[src/svpwm_duty_modulator_unit_defines.svh]
// assertion helpers for the space vector pwm duty modulator
`ifndef SVPWM_DUTY_MODULATOR_UNIT_DEFINES_SVH
`define SVPWM_DUTY_MODULATOR_UNIT_DEFINES_SVH

// same-cycle implication, sampled on clk, off during reset
`define SVPWM_ASSERT_IMP(lbl, ante, cons) \
  lbl: assert property (@(posedge clk) disable iff (!rst_n) (ante) |-> (cons)) \
    else $error("svpwm check failed");

// next-cycle implication, sampled on clk, off during reset
`define SVPWM_ASSERT_NXT(lbl, ante, cons) \
  lbl: assert property (@(posedge clk) disable iff (!rst_n) (ante) |=> (cons)) \
    else $error("svpwm check failed");

`endif

[src/svpwm_pkg.sv]
// ----------------------------------------------------------------------------
// svpwm_pkg
// shared types and constants of the svpwm duty modulator
// ----------------------------------------------------------------------------
`timescale 1ns / 1ps

package svpwm_pkg;

  localparam int XW  = 24;   // command and applied voltage width
  localparam int UW  = 23;   // supply width
  localparam int LW  = 48;   // leg width, 2^-20 input lsb
  localparam int QW  = 24;   // quotient bits of the divider
  localparam int DVD = 64;   // dividend width
  localparam int DVS = 48;   // divisor and remainder width

  localparam logic [19:0] K_HALF_SQRT3 = 20'd908093;
  localparam logic [19:0] K_INV_SQRT3  = 20'd605396;

  localparam logic [2:0] CFG_PHASE_MODE      = 3'd0;
  localparam logic [2:0] CFG_CLAMP_TO_GROUND = 3'd1;
  localparam logic [2:0] CFG_DUTY_RESOLUTION = 3'd2;
  localparam logic [2:0] CFG_DUTY_MINIMAL    = 3'd3;
  localparam logic [2:0] CFG_DUTY_CLEARANCE  = 3'd4;

  // division select: legs a..c, then applied x and y
  localparam logic [2:0] SEL_LEG_C = 3'd2;
  localparam logic [2:0] SEL_X     = 3'd3;
  localparam logic [2:0] SEL_Y     = 3'd4;

  typedef enum logic [3:0] {
    OP_NONE, OP_LOAD, OP_YK, OP_LEGS, OP_MINMAX, OP_DEN, OP_NUM, OP_MUL,
    OP_PROD, OP_DINIT, OP_DSTEP, OP_STORE, OP_AMUL, OP_AMUL2, OP_OUT
  } op_t;

  typedef struct packed {
    op_t        op;
    logic [2:0] sel;
  } cmd_t;

  typedef struct packed {
    logic out_free;
  } stat_t;

  typedef struct packed {
    logic        phase_mode;
    logic        clamp;
    logic [15:0] res;
    logic [14:0] minimal;
    logic [15:0] clearance;
  } cfg_t;

endpackage

[src/svpwm_ctrl.sv]
// ----------------------------------------------------------------------------
// svpwm_ctrl
// sequencer: leg setup, three duty divisions, two applied-voltage divisions
// ----------------------------------------------------------------------------
`timescale 1ns / 1ps

module svpwm_ctrl import svpwm_pkg::*; (
  input  logic  clk,
  input  logic  rst_n,
  input  logic  in_tvalid,
  output logic  in_tready,
  input  stat_t stat,
  output cmd_t  cmd
);

  typedef enum logic [13:0] {
    S_IDLE   = 14'b00000000000001,
    S_YK     = 14'b00000000000010,
    S_LEGS   = 14'b00000000000100,
    S_MINMAX = 14'b00000000001000,
    S_DEN    = 14'b00000000010000,
    S_NUM    = 14'b00000000100000,
    S_MUL    = 14'b00000001000000,
    S_PROD   = 14'b00000010000000,
    S_DINIT  = 14'b00000100000000,
    S_DIV    = 14'b00001000000000,
    S_STORE  = 14'b00010000000000,
    S_AMUL   = 14'b00100000000000,
    S_AMUL2  = 14'b01000000000000,
    S_OUT    = 14'b10000000000000
  } state_t;

  state_t     state_r, state_nxt;
  logic [2:0] sel_r, sel_nxt;
  logic [4:0] cnt_r, cnt_nxt;

  always_comb begin
    state_nxt = state_r;
    sel_nxt   = sel_r;
    cnt_nxt   = cnt_r;
    cmd.op    = OP_NONE;
    cmd.sel   = sel_r;
    unique case (state_r)
      S_IDLE: begin
        if (in_tvalid) begin
          cmd.op    = OP_LOAD;
          state_nxt = S_YK;
        end
      end
      S_YK: begin
        cmd.op    = OP_YK;
        state_nxt = S_LEGS;
      end
      S_LEGS: begin
        cmd.op    = OP_LEGS;
        state_nxt = S_MINMAX;
      end
      S_MINMAX: begin
        cmd.op    = OP_MINMAX;
        state_nxt = S_DEN;
      end
      S_DEN: begin
        cmd.op    = OP_DEN;
        sel_nxt   = 3'd0;
        state_nxt = S_NUM;
      end
      S_NUM: begin
        cmd.op    = OP_NUM;
        state_nxt = S_MUL;
      end
      S_MUL: begin
        cmd.op    = OP_MUL;
        state_nxt = S_PROD;
      end
      S_PROD: begin
        cmd.op    = OP_PROD;
        state_nxt = S_DINIT;
      end
      S_DINIT: begin
        cmd.op    = OP_DINIT;
        cnt_nxt   = 5'd0;
        state_nxt = S_DIV;
      end
      S_DIV: begin
        cmd.op = OP_DSTEP;
        if (cnt_r == 5'(QW - 1)) begin
          state_nxt = S_STORE;
        end else begin
          cnt_nxt = cnt_r + 5'd1;
        end
      end
      S_STORE: begin
        cmd.op = OP_STORE;
        if (sel_r == SEL_Y) begin
          state_nxt = S_OUT;
        end else if (sel_r == SEL_LEG_C) begin
          state_nxt = S_AMUL;
        end else if (sel_r == SEL_X) begin
          sel_nxt   = SEL_Y;
          state_nxt = S_DINIT;
        end else begin
          sel_nxt   = sel_r + 3'd1;
          state_nxt = S_NUM;
        end
      end
      S_AMUL: begin
        cmd.op    = OP_AMUL;
        state_nxt = S_AMUL2;
      end
      S_AMUL2: begin
        cmd.op    = OP_AMUL2;
        sel_nxt   = SEL_X;
        state_nxt = S_DINIT;
      end
      S_OUT: begin
        if (stat.out_free) begin
          cmd.op    = OP_OUT;
          state_nxt = S_IDLE;
        end
      end
      default: state_nxt = S_IDLE;
    endcase
  end

  always_ff @(posedge clk) begin
    if (!rst_n) begin
      state_r <= S_IDLE;
      sel_r   <= 3'd0;
      cnt_r   <= 5'd0;
    end else begin
      state_r <= state_nxt;
      sel_r   <= sel_nxt;
      cnt_r   <= cnt_nxt;
    end
  end

  assign in_tready = (state_r == S_IDLE);

endmodule

[config.mk]
export PLATFORM = sky130hd
export DESIGN_NAME = svpwm_ctrl
export DESIGN_NICKNAME = d
export VERILOG_FILES = /design/src/svpwm_duty_modulator_unit_defines.svh /design/src/svpwm_pkg.sv /design/src/svpwm_ctrl.sv
export SDC_FILE = /design/constraint.sdc
export NUM_CORES = 1
export LEC_CHECK = 0
export BUFFER_PORTS_ARGS = -buffer_cell sky130_fd_sc_hd__buf_2
export CAP_MARGIN = 5
export CELL_PAD_IN_SITES_DETAIL_PLACEMENT = 2
export CELL_PAD_IN_SITES_GLOBAL_PLACEMENT = 2
export CORE_AREA = 5 5 70 72
export CTS_CLUSTER_SIZE = 16
export DETAILED_ROUTE_END_ITERATION = 10
export DIE_AREA = 0 0 75 77
export HOLD_SLACK_MARGIN = 0.02
export PLACE_DENSITY_LB_ADDON = 0.1
export SKIP_LAST_GASP = 1
export SLEW_MARGIN = 40
export SYNTH_ARGS = -nofsm -noshare
export SYNTH_HDL_FRONTEND = slang
export SYNTH_SLANG_ARGS = --single-unit
[constraint.sdc]
create_clock -name clk -period 2.07 [get_ports clk]
set_input_delay 0.3105 -clock clk [delete_from_list [all_inputs] [get_ports clk]]
set_output_delay 0.3105 -clock clk [all_outputs]
set_load 0.01 [all_outputs]
Yosys cells after proc, flatten, opt, wreduce, memory -nomap -nowiden

Index checks and enable logic that the tools add are counted.

Output and inout bits: 8
Input port bits: 4
Word-level logic and storage cells: 51
Flip-flop bits (word level): 22

Add/sub/neg operators: 2
Reductions and logical operators: 6
Equal/unequal tests: 24
Multiplexer cells: 16

Operators by type and width:

| kind                                                               | number |
|---|---|
| 14-bit one-hot mux with 13 select lines                            | 1 |
| 14-bit two-way mux                                                 | 4 |
| 4-bit one-hot mux with 14 select lines                             | 1 |
| 14-bit by 1-bit == test with 1-bit output (second input constant)  | 1 |
| 14-bit by 10-bit == test with 1-bit output (second input constant) | 1 |
| 14-bit by 11-bit == test with 1-bit output (second input constant) | 1 |
| 14-bit by 12-bit == test with 1-bit output (second input constant) | 1 |
| 14-bit by 13-bit == test with 1-bit output (second input constant) | 1 |
| 14-bit == test (second input constant)                             | 1 |
| 14-bit by 2-bit == test with 1-bit output (second input constant)  | 1 |
| 14-bit by 3-bit == test with 1-bit output (second input constant)  | 1 |
| 14-bit by 4-bit == test with 1-bit output (second input constant)  | 1 |
| 14-bit by 5-bit == test with 1-bit output (second input constant)  | 1 |
| 14-bit by 6-bit == test with 1-bit output (second input constant)  | 1 |
| 14-bit by 7-bit == test with 1-bit output (second input constant)  | 1 |
| 14-bit by 8-bit == test with 1-bit output (second input constant)  | 1 |
| 14-bit by 9-bit == test with 1-bit output (second input constant)  | 1 |
| 12-bit two-way mux                                                 | 1 |
| 2-bit inequality test (second input constant)                      | 6 |
| 5-bit one-hot mux with 2 select lines                              | 1 |
| 3-bit two-way mux                                                  | 3 |
| 9-bit two-way mux                                                  | 1 |
| 3-bit one-hot mux with 3 select lines                              | 1 |
| 3-bit by 2-bit == test with 1-bit output (second input constant)   | 2 |
| 12 further kinds                                                   | 13 |

Logic depth before layout (Yosys ltp)

Depth after elaboration: 5
Depth in mapped cells: 8
Gate-level depth less buffers: 7

Least setup slack after synthesis

Ideal clock, no wire load.

Path type: register -> output
Start point: register state_r[1]
End point: output port cmd[6] (netlist name)
Path buffers: 0
Path slack: 0.091 ns
Data required time: 1.760 ns
Stages on the path, launching flop included: 6
Data arrival time: 1.669 ns
Path through: dfxtp_1 -> nor4_4 -> nand2_2 -> or4b_1 -> o211a_1 -> nand2_1

RTL lines:

| element                  | line              | RTL |
|---|---|---|
| start: declaration       | svpwm_ctrl.sv:33  | `state_t state_r, state_nxt;` |
| start signal: assignment | svpwm_ctrl.sv:131 | `state_r <= state_nxt;` |
| end: declaration         | svpwm_ctrl.sv:13  | `output cmd_t cmd` |

==> impl_metrics.toml <==
[floorplan]
dieArea_mm2 = 0.00578
initial_core_util_pct = 33.2
io_pins = 12
die_h_um = 77
dieWidth_um = 75
core_region_area_mm2 = 0.00423
rows = 24

[power_and_ir_drop]
finalPower_mw = 1.03
p_sw_mw = 0.300
p_seq_share_pct = 43.6
p_clk_share_pct = 31.1
powerDensity_mw_per_mm2 = 558
combPwrFrac_pct = 25.3
power.leakage_nw = 0.779
switching_share_pct = 29.1
power.internal_mw = 0.728
max-vdd-ir-drop_mv = 0.254

[timing]
period_needed_ps = 2350
hold_viol_final = 0
report.final.slew_viol_count = 0
setup_violations = 4
max_freq_mhz = 426
clock-skew-final_ps = 4.82
rsz0062_at_grt = "true"
holdWs_ps = 444
fin_crit_sh_pct = 113
relSlewSlack_pct = 70.5
worstMarginPinSlew_ps = 442
fin_ws_ps = -279

[clocking]
htreeDepth = 1
clkTransAtPathRegs_ps = 80
clockRootBuffer = "clkbuf_8"
clk-insertion-delay-late_ps = 270
cts_num_sinks = 22
cts_tree = "done"
cts_buffers = 3
clockBufferDepth = 2

[global_route]
overflow = 0
antenna_found_initial = 0
track_usage_pct = 17.9
grt_pass1_wl_um = 7890
first_global_vias = 1574
grt_max_degree = 13

[routing]
wl_um = 5220
drc_errors = 0
ant_nets = 0
drt-initial-drc-count = 81
vias = 1500
viasPerCell = 5.73
drtPass1Iterations = 4
wl_per_cell_um = 19.9

[outcome]
violations = "negative setup slack"
status = "finished, violations left"

[synth]
syn_nets = 180
mappedNetlistArea_mm2 = 0.00140
seq_area_frac_synth_pct = 31.4
synth_top_area_share_pct = 31.4
synth_edf_count = 0
yosys.area.top_type = "dfxtp_1"
syn_area_per_cell_um2 = 8.21
yosys-top-cells-area = "dfxtp_1 31%, nor2_1 4.5%, nor4_4 4.5%, ha_1 4.5%, nand2_1 4.0%"
synth_warnings = 0
ys_ff_latch = 22
async_flop_share_pct = 0
synth-main-ff-cell = "dfxtp_1"
yosysUniqueCellTypes = 46
synth_cells = 171

[final_layout]
syn2layout_area_growth_pct = 31.3
drive_gt1_share_pct = 31.9
fin_nets = 220
diodes = 0
fill_cells = 494

[worst_setup_path]
crit_path_end_kind = "primary output"
path_max_fanout = 4
startpoint_type = "flop"
worstPathRequired_ps = 1760
critPathKind = "reg2out"
cp_data_arrival_time_ps = 2040

[flow_run]
cap_violations = 0

[placement]
dp_hpwl_um = 3800
numPortBuffers = 11
gp_congestion = 0.838

[hold_path]
hp-class = "in2reg"
## cells in the mapped netlist (2+ instances only)
master / instances
xnor2_1: 2
buf_2: 4
or2_2: 3
xor2_1: 2
nor2b_1: 3
and3_1: 2
o2111ai_1: 3
nor2_1: 17
ha_1: 5
clkbuf_1: 4
a21boi_0: 2
inv_1: 7
nand2_1: 15
nand3_1: 7
a21oi_1: 6
nand2b_1: 7
nand4_1: 8
dfxtp_1: 22
and2_1: 2
and4b_1: 2
nor4_4: 3
nor3_1: 8
a2111o_1: 2
mux2i_1: 2
o21ai_0: 3
nor4_1: 5
o311ai_0: 2
nand4b_1: 2
nor4b_1: 3
o21a_1: 2
## cell type report
class	instances	area (um2)	share of cell area, %
timing repair buffer	43	314	17.0
multi-input combinational	134	926	50.2
inverter	7	28.8	1.56
sequential	22	454	24.6
clock buffer	4	55.1	2.99
tap	52	65.1	3.53
## power by group through the flow
stage | clock network [mW] | registers [mW] | logic, mW
CTS | 0.334 | 0.450 | 0.222
global placement | 0 | 0.457 | 0.192
floorplan | 0 | 0.454 | 0.105
detailed placement | 0 | 0.459 | 0.200
global route | 0.356 | 0.449 | 0.279
finish | 0.320 | 0.448 | 0.260
## registers in the layout, summed over array words and instances, names as in the netlist
signal,count
cnt_r,5
state_r,14
sel_r,3
## routing by layer
layer | global-route usage, % | vias to the layer above | part of all wire [%]
li1 | - | 712 | -
met1 | 21.6 | 757 | 44
met2 | 30.6 | 22 | 51
met3 | 2.75 | 9 | 2.5
met4 | 7.47 | 0 | 2.4
met5 | 0 | - | 0
## metrics by stage
| stage | setup WS (ps) | std cells | instance area (um2) | util, % | TNS [ps] |
|---|---|---|---|---|---|
| detailed placement | -14.5 | 251 | 1690 | 39.9 | -27.2 |
| floorplan | 90.8 | 171 | 1400 | - | 0 |
| CTS | -271 | 260 | 1790 | 42.4 | -968 |
| finish | -279 | 262 | 1840 | 43.5 | -987 |
| global placement | 58.0 | 251 | 1690 | 39.9 | 0 |
| global route | -417 | 262 | 1840 | 43.5 | -2140 |
## critical path, cell delays in order, from the launching register on
cell and delay (ps):
dfxtp_4 360, nor4_4 400, nand2_2 120, or4b_1 530, o211a_1 170, nand2_1 60, buf_2 120
## cell usage in the layout, fill, tap and decap left out, types with 4 or more instances in the layout
cell type   n
nand2b_1    6
inv_1       6
dfxtp_2     5
buf_4      31
buf_2      10
ha_1        5
nand3_1     7
nor3_1      8
dfxtp_1    15
nor4_1      5
nand2_1    15
clkbuf_8    4
nand4_1     8
a21oi_1     6
nor2_1     16
## cell families (layout without fill, tap and decap cells)
| family | after synthesis | after routing | share of synthesized area (%) |
|---|---|---|---|
| and+or+nand+nor | 95 | 95 | 41.0 |
| AOI/OAI and AO/OA | 28 | 28 | 14.9 |
| DFF | 22 | 22 | 31.4 |
| buffers and inverters | 15 | 54 | 4.37 |
| adders and majority gates | 5 | 5 | 4.46 |
| xor gates and xnor gates | 4 | 4 | 2.50 |
| muxes | 2 | 2 | 1.43 |
## timing repair
| action | 4_1_cts | 5_1_grt |
|---|---|---|
| endpoints found under the setup margin | 5 | 18 |
| pin swaps | 4 | 3 |
| gates resized for setup | 5 | 14 |
| buffers inserted | 5 | 2 |
| hold buffers | 0 | 0 |
## path summary, 6_finish.rpt
path	slack, ps	endpoint	from	cells past startpoint
worst max-delay path	-280	cmd[6]	state_r[0]	6
worst min-delay path	440	state_r[0]	rst_n	3
worst max register to register	80	state_r[1]	state_r[8]	8
worst min register to register	530	cnt_r[3]	cnt_r[3]	2
Power figures use the tool's default switching activity.
